==> src/combined_tausworthe_rng_bounded_macros.svh <==
// Assertion macros shared by the bounded Tausworthe generator RTL.
`ifndef COMBINED_TAUSWORTHE_RNG_BOUNDED_MACROS_SVH
`define COMBINED_TAUSWORTHE_RNG_BOUNDED_MACROS_SVH
`ifndef SYNTHESIS
`define CTRB_ASSERT_IMPLY(lbl, clk, rst, ante, cons) \
   lbl: assert property (@(posedge clk) disable iff (rst) (ante) |-> (cons)) \
      else $error("implication check failed");
`define CTRB_ASSERT_NEXT(lbl, clk, rst, ante, cons) \
   lbl: assert property (@(posedge clk) disable iff (rst) (ante) |=> (cons)) \
      else $error("next-cycle check failed");
`else
`define CTRB_ASSERT_IMPLY(lbl, clk, rst, ante, cons)
`define CTRB_ASSERT_NEXT(lbl, clk, rst, ante, cons)
`endif
`endif

==> src/ctrb_pkg.sv <==
// Shared types, constants and the component step function.
`default_nettype none
package ctrb_pkg;

   localparam int unsigned WordWidth = 32;
   localparam int unsigned QueueDepth = 2;
   localparam int unsigned QueuePtrWidth = $clog2(QueueDepth);
   localparam int unsigned QueueCntWidth = $clog2(QueueDepth + 1);

   localparam logic [WordWidth-1:0] Seed  = 32'd12345;
   localparam logic [WordWidth-1:0] MaskA = 32'hFFFF_FFFE;
   localparam logic [WordWidth-1:0] MaskB = 32'hFFFF_FFF8;
   localparam logic [WordWidth-1:0] MaskC = 32'hFFFF_FFF0;
   localparam logic [WordWidth-1:0] MaskD = 32'hFFFF_FF80;

   typedef struct packed {
      logic [WordWidth-1:0] word;
      logic [WordWidth-1:0] limit;
   } queue_entry_type;

   typedef struct packed {
      logic not_empty;
      logic not_full;
   } queue_stat_type;

   typedef struct packed {
      logic busy;
   } back_stat_type;

   function automatic logic [WordWidth-1:0] taus_step(
      input logic [WordWidth-1:0] z,
      input int unsigned s1,
      input int unsigned s2,
      input int unsigned s3,
      input logic [WordWidth-1:0] mask
   );
      logic [WordWidth-1:0] fb;
      fb = ((z << s1) ^ z) >> s2;
      return ((z & mask) << s3) ^ fb;
   endfunction

endpackage
`default_nettype wire

==> src/ctrb_queue.sv <==
// Two-entry queue between the generator front end and the modulo back end.
`default_nettype none
module ctrb_queue (
   input  wire logic                     clock,
   input  wire logic                     reset,
   input  wire logic                     push,
   input  wire ctrb_pkg::queue_entry_type push_data,
   input  wire logic                     pop,
   output ctrb_pkg::queue_entry_type     pop_data,
   output ctrb_pkg::queue_stat_type      stat
);
   import ctrb_pkg::*;

   queue_entry_type mem_ff [QueueDepth];
   logic [QueuePtrWidth-1:0] wr_ptr_ff, wr_ptr_in;
   logic [QueuePtrWidth-1:0] rd_ptr_ff, rd_ptr_in;
   logic [QueueCntWidth-1:0] count_ff, count_in;

   always_comb begin
      wr_ptr_in = wr_ptr_ff;
      rd_ptr_in = rd_ptr_ff;
      count_in  = count_ff;
      if (push) begin
         wr_ptr_in = wr_ptr_ff + 1'b1;
      end
      if (pop) begin
         rd_ptr_in = rd_ptr_ff + 1'b1;
      end
      if (push && !pop) begin
         count_in = count_ff + 1'b1;
      end else if (pop && !push) begin
         count_in = count_ff - 1'b1;
      end
   end

   always_ff @(posedge clock) begin
      if (reset) begin
         wr_ptr_ff <= '0;
         rd_ptr_ff <= '0;
         count_ff  <= '0;
      end else begin
         wr_ptr_ff <= wr_ptr_in;
         rd_ptr_ff <= rd_ptr_in;
         count_ff  <= count_in;
      end
   end

   always_ff @(posedge clock) begin
      if (push) begin
         mem_ff[wr_ptr_ff] <= push_data;
      end
   end

   assign pop_data       = mem_ff[rd_ptr_ff];
   assign stat.not_empty = (count_ff != '0);
   assign stat.not_full  = (count_ff != QueueCntWidth'(QueueDepth));

endmodule
`default_nettype wire

==> src/ctrb_gen.sv <==
// Front end: accepts requests, steps the four components, emits the combined word.
`default_nettype none
module ctrb_gen (
   input  wire logic                     clock,
   input  wire logic                     reset,
   input  wire logic                     req_valid,
   output logic                          req_ready,
   input  wire logic [31:0]              req_limit,
   input  wire ctrb_pkg::queue_stat_type q_stat,
   output logic                          push,
   output ctrb_pkg::queue_entry_type     push_data
);
   import ctrb_pkg::*;

   logic [WordWidth-1:0] comp_a_ff, comp_a_in;
   logic [WordWidth-1:0] comp_b_ff, comp_b_in;
   logic [WordWidth-1:0] comp_c_ff, comp_c_in;
   logic [WordWidth-1:0] comp_d_ff, comp_d_in;

   always_comb begin
      comp_a_in = taus_step(comp_a_ff, 6, 13, 18, MaskA);
      comp_b_in = taus_step(comp_b_ff, 2, 27, 2, MaskB);
      comp_c_in = taus_step(comp_c_ff, 13, 21, 7, MaskC);
      comp_d_in = taus_step(comp_d_ff, 3, 12, 13, MaskD);
   end

   assign req_ready       = q_stat.not_full;
   assign push            = req_valid && req_ready;
   assign push_data.word  = comp_a_in ^ comp_b_in ^ comp_c_in ^ comp_d_in;
   assign push_data.limit = req_limit;

   always_ff @(posedge clock) begin
      if (reset) begin
         comp_a_ff <= Seed;
         comp_b_ff <= Seed;
         comp_c_ff <= Seed;
         comp_d_ff <= Seed;
      end else if (push) begin
         comp_a_ff <= comp_a_in;
         comp_b_ff <= comp_b_in;
         comp_c_ff <= comp_c_in;
         comp_d_ff <= comp_d_in;
      end
   end

endmodule
`default_nettype wire

==> src/ctrb_mod.sv <==
// Back end: restoring modulo, one dividend bit per cycle, with an output register.
`default_nettype none
module ctrb_mod (
   input  wire logic                     clock,
   input  wire logic                     reset,
   input  wire ctrb_pkg::queue_stat_type q_stat,
   input  wire ctrb_pkg::queue_entry_type pop_data,
   output logic                          pop,
   output ctrb_pkg::back_stat_type       stat,
   output logic                          rsp_valid,
   input  wire logic                     rsp_ready,
   output logic [31:0]                   rsp_value
);
   import ctrb_pkg::*;

   typedef enum logic [1:0] {
      ST_IDLE,
      ST_RUN,
      ST_LOAD
   } state_type;

   localparam int unsigned StepWidth = $clog2(WordWidth);

   state_type            state_ff;
   logic [WordWidth:0]   rem_ff;
   logic [WordWidth-1:0] dvd_ff;
   logic [WordWidth-1:0] lim_ff;
   logic [StepWidth-1:0] step_ff;
   logic                 out_valid_ff;
   logic [WordWidth-1:0] out_value_ff;

   logic [WordWidth:0]   rem_sh;
   logic [WordWidth:0]   rem_in;
   logic                 out_free;
   logic                 load_out;

   assign pop      = (state_ff == ST_IDLE) && q_stat.not_empty;
   assign out_free = !out_valid_ff || rsp_ready;
   assign load_out = (state_ff == ST_LOAD) && out_free;

   always_comb begin
      rem_sh = {rem_ff[WordWidth-1:0], dvd_ff[WordWidth-1]};
      if (rem_sh >= {1'b0, lim_ff}) begin
         rem_in = rem_sh - {1'b0, lim_ff};
      end else begin
         rem_in = rem_sh;
      end
   end

   always_ff @(posedge clock) begin
      if (reset) begin
         state_ff     <= ST_IDLE;
         out_valid_ff <= 1'b0;
         step_ff      <= '0;
      end else begin
         if (load_out) begin
            out_valid_ff <= 1'b1;
         end else if (rsp_ready) begin
            out_valid_ff <= 1'b0;
         end
         unique case (state_ff)
            ST_IDLE: begin
               if (pop) begin
                  lim_ff  <= pop_data.limit;
                  dvd_ff  <= pop_data.word;
                  step_ff <= '0;
                  if (pop_data.limit == '0) begin
                     // zero limit passes the raw word through
                     rem_ff   <= {1'b0, pop_data.word};
                     state_ff <= ST_LOAD;
                  end else begin
                     rem_ff   <= '0;
                     state_ff <= ST_RUN;
                  end
               end
            end
            ST_RUN: begin
               rem_ff  <= rem_in;
               dvd_ff  <= dvd_ff << 1;
               step_ff <= step_ff + 1'b1;
               if (step_ff == StepWidth'(WordWidth - 1)) begin
                  state_ff <= ST_LOAD;
               end
            end
            ST_LOAD: begin
               if (out_free) begin
                  out_value_ff <= rem_ff[WordWidth-1:0];
                  state_ff     <= ST_IDLE;
               end
            end
            default: begin
               state_ff <= ST_IDLE;
            end
         endcase
      end
   end

   assign stat.busy = (state_ff != ST_IDLE);
   assign rsp_valid = out_valid_ff;
   assign rsp_value = out_value_ff;

endmodule
`default_nettype wire

==> src/combined_tausworthe_rng_bounded.sv <==
// A request goes through the queue, 32 bit-serial modulo steps and the output load.
// The bit-serial modulo unit takes one request at a time and pops the next when idle.
// A zero limit skips the modulo steps and passes the raw word to the output load.
// The front end takes up to two requests ahead into its queue while a result waits.
// Synchronous active-high reset seeds all four components with 12345, empties the
// queue and drops any pending result.
`default_nettype none
`include "combined_tausworthe_rng_bounded_macros.svh"
module combined_tausworthe_rng_bounded (
   input  wire logic        clock,
   input  wire logic        reset,
   input  wire logic        req_valid,
   output logic             req_ready,
   input  wire logic [31:0] req_limit,
   output logic             rsp_valid,
   input  wire logic        rsp_ready,
   output logic [31:0]      rsp_value
);
   import ctrb_pkg::*;

   queue_stat_type  q_stat;
   queue_entry_type push_data;
   queue_entry_type pop_data;
   back_stat_type   b_stat;
   logic            push;
   logic            pop;

   ctrb_gen u_gen (
      .clock     (clock),
      .reset     (reset),
      .req_valid (req_valid),
      .req_ready (req_ready),
      .req_limit (req_limit),
      .q_stat    (q_stat),
      .push      (push),
      .push_data (push_data)
   );

   ctrb_queue u_queue (
      .clock     (clock),
      .reset     (reset),
      .push      (push),
      .push_data (push_data),
      .pop       (pop),
      .pop_data  (pop_data),
      .stat      (q_stat)
   );

   ctrb_mod u_mod (
      .clock     (clock),
      .reset     (reset),
      .q_stat    (q_stat),
      .pop_data  (pop_data),
      .pop       (pop),
      .stat      (b_stat),
      .rsp_valid (rsp_valid),
      .rsp_ready (rsp_ready),
      .rsp_value (rsp_value)
   );

   `CTRB_ASSERT_NEXT(a_push_fills, clock, reset, push && !pop, q_stat.not_empty)
   `CTRB_ASSERT_NEXT(a_pop_starts, clock, reset, pop, b_stat.busy)
   `CTRB_ASSERT_IMPLY(a_rsp_from_back, clock, reset, $rose(rsp_valid), $past(b_stat.busy))

endmodule
`default_nettype wire
==> config.mk <==
export PLATFORM = sky130hd
export DESIGN_NAME = combined_tausworthe_rng_bounded
export DESIGN_NICKNAME = d
export VERILOG_FILES = /design/src/ctrb_pkg.sv /design/src/ctrb_queue.sv /design/src/ctrb_gen.sv /design/src/ctrb_mod.sv /design/src/combined_tausworthe_rng_bounded.sv
export VERILOG_INCLUDE_DIRS = /design/src /design/src/src
export SDC_FILE = /design/constraint.sdc
export NUM_CORES = 1
export LEC_CHECK = 0
export ABC_AREA = 1
export BUFFER_PORTS_ARGS = -buffer_cell sky130_fd_sc_hd__clkbuf_2
export CAP_MARGIN = 10
export CORE_MARGIN = 3
export CORE_UTILIZATION = 62
export CTS_CLUSTER_SIZE = 25
export DETAILED_ROUTE_END_ITERATION = 10
export PLACE_DENSITY = 0.9
export SLEW_MARGIN = 0
export SYNTH_ARGS = -nofsm -noshare
export SYNTH_HDL_FRONTEND = slang
export SYNTH_SLANG_ARGS = --single-unit
==> constraint.sdc <==
create_clock -name clock -period 4.7 [get_ports clock]
set_clock_uncertainty 0.05 [all_clocks]
set_input_delay 0.235 -clock clock [delete_from_list [all_inputs] [get_ports clock]]
set_output_delay 0.235 -clock clock [all_outputs]
set_load 0.005 [all_outputs]
==> metrics, run 1 <==
largest net degree at the start of global routing=between 90 and 100; endpoints failing setup=0; Worst Hold Class=in2reg; Final Cycle Share=69.3%; H-Tree Depth=2; Max FO, Critical Path=19; number of synthesized flops with an enable pin=256; vias in the first global route=14.1k; Post CTS Setup Buffer Count=0; Period minus WS final=3260 ps; Die ar.=31500 um2; DRC=0; post-place instance area=18900 um2; Mapped Cells=~2.0k; Lkg Pwr=8.92 nW; Yosys reg bits=between 300 and 400; Final Slew Violations=0; area grow syn2layout=12.6%; HPWL Detailed=roughly 33000 um; Distinct cells, synth=37; kind of critical path=reg2reg; TritonCTS Buffers=40; power density cells=712 nW/um2; Final #Nets=around 2.2k; status=finished clean; setup TNS=0 ps; Synth warnings=0; port bufs=69; Hold Vio Cnt, Final=0; Die Ht=between 150 and 200 um; share of cells above drive strength 1=8.00%; Placer Congestion=0.981; Seq/Total Area, Yosys=56.0%; Post-Syn Area=~18000 um2; Overflow after GRT=0; critical path capture point type=flip-flop; Net Count, Synth=2092; DRT iter0 DRCs=2108; Max Root-Sink Buffers=3; Post-Route WL=slightly above 50000 um; Final ANT Viol Nets=0; chip width=178 um; peak supply drop=0.559 mV; Tot GR Track Use=32.1%; worst-margin pin slew=1090 ps; WL/cell=20.2 um; Critical Path Start Type=flip-flop; final instance area=20500 um2; # rows=62; later-pin clock latency in the skew report=540 ps; core area=a little under 30000 um2; reg2reg setup slack=1440 ps; clock root buffer=clkbuf_16; total number of vias=14.8k; TritonCTS clock tree=done; Vias/cell=5.85; Achievable Freq=307 MHz; drt first pass iters=6; clock-pin slew on the worst setup and hold paths=70 ps; CTS sink cnt=about 380; relative slew slack=27.5%; IO Pins=70; first-pass GRT wire length=78000 um; Max Cap Violations=0; Avg Synthesized Cell Area=9.03 um2; Post-synth ARST share=0%; diode count=0; Req. time, crit path=4920 ps; worst path arrival time=between 3000 and 4000 ps; Main synth FF type=edfxtp_1; antenna violations before repair=1; RSZ-0062 raised after global routing=false; initial core utilization=63.2%
## logic make-up (layout without fill, tap and decap cells)
family                   after synthesis  in the layout  share of synthesized area, %
buffers and inverters                302            420                          6.46
AND/OR/NAND/NOR                      884            884                          19.8
adder cells (fa/ha/maj)               36             36                          2.51
flip-flops                           382            382                          56.0
XOR/XNOR                             165            165                          7.92
AO/OA/AOI/OAI                        251            251                          7.31
## layout make-up
class,count,area (um2)
Clock buffer,45,1050
Clock inverter,28,229
Fill cell,1986,8320
Inverter,229,862
Multi-Input combinational cell,1336,6900
Sequential cell,382,10200
Tap cell,384,480
Timing Repair Buffer,118,808
## per-layer routing
layer | vias up | track usage, % | part of all wire (%)
li1 | 6687 | - | -
met1 | 6998 | 44.1 | 39
met2 | 940 | 52.4 | 47
met3 | 133 | 4.79 | 10
met4 | 0 | 11.4 | 3.6
met5 | - | 0 | 0
## cell usage in the layout (no fill, tap or decap), types with 3 or more instances in the layout
cell	synthesis	routed
inv_2	3	3
clkinv_1	1	6
xor2_1	73	73
nand3b_1	16	16
clkinvlp_4	0	4
buf_4	1	15
nor2_1	225	219
clkinv_4	0	3
clkbuf_16	0	40
ha_1	35	35
clkbuf_2	1	69
nor3_1	4	3
inv_6	0	3
inv_1	224	223
a21oi_1	88	88
dlygate4sd3_1	0	33
clkbuf_8	0	3
xnor2_1	92	92
or2_2	6	6
dfxtp_1	126	125
nor2_4	0	4
clkinv_2	0	11
nand4_1	10	10
o21ai_0	95	95
edfxtp_1	256	256
nand2_1	501	500
o21ai_1	37	37
nand3_1	91	91
a21o_1	21	21
or2_1	28	28
## where the power goes
group / total (mW) / switching (mW) / internal [mW]
logic: 6.02 / 4.12 / 1.91
clock network: 3.09 / 1.35 / 1.74
registers: 5.50 / 0.546 / 4.95
## sequential cells by signal, indices dropped and copies added, names as in the netlist, named ones only
signal	count
u_queue.wr_ptr_ff	1
u_mod.step_ff	5
u_queue.rd_ptr_ff	1
u_queue.mem_ff	128
u_gen.comp_c_ff	28
u_mod.rsp_value	32
u_gen.comp_d_ff	25
u_mod.dvd_ff	32
u_mod.rem_ff	32
u_mod.state_ff	2
u_gen.comp_a_ff	31
u_mod.lim_ff	32
u_gen.comp_b_ff	29
u_queue.count_ff	2
u_mod.rsp_valid	1
## through the flow
| step | instances | worst slack, ps | total power [mW] | util, % | hold slack [ps] |
|---|---|---|---|---|---|
| floorplan | 2020 | 454 | 9.49 | - | 284 |
| global placement | 2416 | 1660 | 11.0 | 65.6 | 373 |
| detailed placement | 2416 | 1630 | 11.2 | 65.6 | 378 |
| CTS | 2522 | 1560 | 14.4 | 71.2 | 213 |
| global route | 2522 | 1280 | 15.3 | 71.2 | 239 |
| finish | 2522 | 1440 | 14.6 | 71.2 | 238 |
## synthesized netlist by cell type, types with 4 or more instances
master | instances | area [um2]
nand2_1 | 501 | 1880
edfxtp_1 | 256 | 7690
nor2_1 | 225 | 845
inv_1 | 224 | 841
dfxtp_1 | 126 | 2520
o21ai_0 | 95 | 475
xnor2_1 | 92 | 806
nand3_1 | 91 | 455
a21oi_1 | 88 | 440
xor2_1 | 73 | 639
clkbuf_1 | 57 | 214
o21ai_1 | 37 | 185
ha_1 | 35 | 438
or2_1 | 28 | 175
a21o_1 | 21 | 158
nand3b_1 | 16 | 120
nand4_1 | 10 | 62.6
buf_2 | 6 | 30.0
or2_2 | 6 | 37.5
buf_1 | 4 | 15.0
buf_6 | 4 | 45.0
nor3_1 | 4 | 20.0
## worst max-delay path, cell delays in order, from the launching register on
cell and delay (ps):
edfxtp_1 480, ha_1 420, nand2_1 140, nor2_1 180, nand3_1 90, nand3_1 220
nand2_1 110, nand2_1 100, nand2_1 70, nand2_1 520, buf_4 360, nand3_1 110
nand2_1 70, nand2_1 50
## worst paths after layout
kind	startpoint	endpoint	cells after the start
max	u_mod.rem_ff[3]	u_mod.rem_ff[25]	13
min reg2reg	u_queue.rd_ptr_ff	u_queue.rd_ptr_ff	1
min	reset	u_gen.comp_a_ff[15]	3
max reg2reg	u_mod.rem_ff[3]	u_mod.rem_ff[25]	13
## timing repair
action	4_1_cts	5_1_grt
hold buffers	33	0
gates resized for setup	0	0
hold endpoints to repair	65	0
(Power assumes the default switching activity.)
==> run 2: changes to the inputs <==
- ABC_AREA: 1 -> 0
- CORE_UTILIZATION: 62 -> 56
- PLACE_DENSITY: 0.9 -> 0.86
- clock period: 4.7 -> 2.9 ns (I/O delays scaled with it)
==> run 2 against run 1 <==
Net effect:
- the run now ends with setup timing left
- register-to-register slack worse by 1500 ps
- cell area is 0.68% higher
- cell count is 18% lower
- utilization is 2.0 points lower
- first-iteration DRC count is 25% lower
- routed wire length is 8.3% lower
- critical path type unchanged
- largest power group unchanged
==> metrics, run 2 <==
Placer Congestion=0.942; reg2reg path depth=11; total number of vias=between 10k and 15k; leading area contributor after synthesis=edfxtp_1; Distinct cells, synth=64; most frequent cells in the layout=edfxtp_1 (256), nand2_1 (208), xnor2_1 (140); Overflow after GRT=0; DRC=0; Die ar.=~33000 um2; r2r endpoint=u_mod.rem_ff[2]; CTS sink cnt=382; Worst Hold Class=in2reg; Max FO, Critical Path=10; vias in the first global route=12.4k; port bufs=69; CP startpoint=u_mod.lim_ff[26]; Hold Vio Cnt, Final=0; core area=approximately 30000 um2; Tot GR Track Use=27.1%; Critical Path Start Type=flip-flop; final hold slack=116 ps; later-pin clock latency in the skew report=between 500 and 600 ps; Vias/cell=around 6.1; initial core utilization=57.3%; Final Slew Violations=0; Critical Path Max Stage Delay=390 ps; largest reg by FF count=u_queue.mem_ff; Net Count, Synth=~1.6k; Final #Nets=~1.7k; post-place instance area=18300 um2; number of synthesized flops with an enable pin=256; Largest register FFs=128; worst path arrival time=3210 ps; most frequent cells after synthesis=edfxtp_1 (256), nand2_1 (212), a21oi_1 (148); reg2reg start=u_mod.lim_ff[26]; DRT iter0 DRCs=between 1.5k and 2k; Period minus WS final=2980 ps; non-filler cells in the finished layout=2080; worst-margin pin slew=between 700 and 800 ps; Achievable Freq=roughly 340 MHz; relative slew slack=48.5%; power density cells=1090 nW/um2; count leader, synth=edfxtp_1; commonest non-fill, non-tap cell in the layout=edfxtp_1; Placed Cells=about 2k; peak supply drop=0.855 mV; Cell Chain, Critical Path=inv_2, ha_4, a21oi_4, o21ai_2, o41ai_2, nand4_1, o31ai_4, nand2_4, buf_8, o211ai_1, o21ai_1; Die Ht=181 um; Final Cycle Share=103%; TritonCTS Buffers=38; Post-Syn Area=17100 um2; setup slack after layout=-82.5 ps; Avg Synthesized Cell Area=11.5 um2; chip width=181 um; antenna violations before repair=3; pre-CTS setup slack=-217 ps; Synth top area share=44.9%; HPWL Detailed=between 20000 and 30000 um; failing checks=setup timing; clock-pin slew on the worst setup and hold paths=70 ps; Final ANT Viol Nets=0; critical path capture point type=flip-flop; share of cells above drive strength 1=20.6%; Req. time, crit path=3130 ps; WL/cell=approximately 22 um; Lkg Pwr=7.50 nW; RSZ-0062 raised after global routing=true; IO Pins=70; Hold Path End=u_queue.count_ff[0]; Seq/Total Area, Yosys=59.7%; synth top area cells=edfxtp_1 (45%), dfxtp_1 (15%), xnor2_1 (7.2%), nand2_1 (4.7%), a21oi_1 (4.3%); Post-synth ARST share=0%; first-pass GRT wire length=between 60000 and 70000 um; area grow syn2layout=20.9%; hold path cells=2; hold_sp=reset; clock root buffer=clkbuf_16; Mapped Cells=1493; setup TNS=-253 ps; status=finished with violations; Yosys reg bits=382; Post-Route WL=46600 um; Total Power=22.6 mW; Final Util=69.2%; drt first pass iters=5; Synth warnings=0; final instance area=about 21000 um2; reg2reg setup slack=-80 ps; kind of critical path=reg2reg; largest net degree at the start of global routing=121; Max Root-Sink Buffers=3; Main synth FF type=edfxtp_1; endpoints failing setup=7; Fillers=1877; TritonCTS clock tree=done; # rows=63; Max Cap Violations=0; H-Tree Depth=2; Worst path slowest cell=edfxtp_1
==> run 2: cell types whose count changed after synthesis, moves of 20 or more <==
cell,delta
o21ai_1,-29
nand3_1,-78
a21oi_1,+60
xor2_1,-34
nor2_1,-124
inv_1,-181
or2_1,-27
xnor2_1,+48
mux2i_1,+53
nand2_1,-289
mux2_2,+32
o21ai_0,-65
a211oi_1,+20
==> run 2: cell families (layout without fill, tap and decap cells) <==
group | Yosys count | count (layout) | synth area share [%]
DFF | 382 | 382 | 59.7
adders and majority gates | 36 | 36 | 2.68
and+or+nand+nor | 400 | 400 | 10.1
AOI/OAI and AO/OA | 291 | 291 | 10.2
xor gates and xnor gates | 179 | 179 | 9.16
buffers and inverters | 120 | 316 | 2.92
other | 0 | 1 | 0
muxes | 85 | 85 | 5.21
==> run 2: worst max path at each step <==
stage / to / slack [ps]
2_1_floorplan: u_mod.rem_ff[28] / 140
3_3_place_gp: u_mod.rem_ff[28] / -90
3_5_place_dp: u_mod.rem_ff[28] / -220
4_1_cts: u_mod.rem_ff[24] / -9
5_1_grt: u_mod.rem_ff[1] / -120
6_report: u_mod.rem_ff[2] / -80
==> run 2: critical path, delay by kind of cell, from the launching register on <==
| family | cells | cell delay [ps] |
|---|---|---|
| flops | 1 | 390 |
| buf+inv | 2 | 300 |
| compound gates | 6 | 1370 |
| simple gates | 2 | 380 |
| fa+ha+maj | 1 | 210 |
==> run 2: repair_timing <==
action                                  CTS  global route
resized for setup                        37            67
endpoints found under the setup margin   31            32
hold buffers                             33             0
pin swaps                                20            43
cloned                                    1             0
hold endpoints to repair                 65             0
buffers inserted                         13            11
==> run 2: area by class of cell <==
cell class	instances	area [um2]	share of cell area (%)
antenna	1	2.50	0.0121
inverter	43	163	0.787
clock inverter	16	243	1.17
clock buffer	52	1040	5.05
sequential	382	10200	49.4
timing repair buffer	205	1590	7.69
multi-input combinational	991	6930	33.5
tap	390	488	2.36
==> run 2: routing by layer <==
layer | GRT usage [%] | up-vias | share of wire, %
met4 | 9.67 | 0 | 3.8
li1 | - | 5634 | -
met1 | 36.0 | 6077 | 38
met3 | 4.31 | 139 | 8.5
met5 | 0 | - | 0
met2 | 45.3 | 760 | 49
==> run 2: report_power, final <==
| part | internal [mW] | total (mW) | switching (mW) |
|---|---|---|---|
| logic | 3.87 | 9.06 | 5.20 |
| registers | 7.58 | 8.38 | 0.793 |
| clock network | 3.00 | 5.14 | 2.14 |
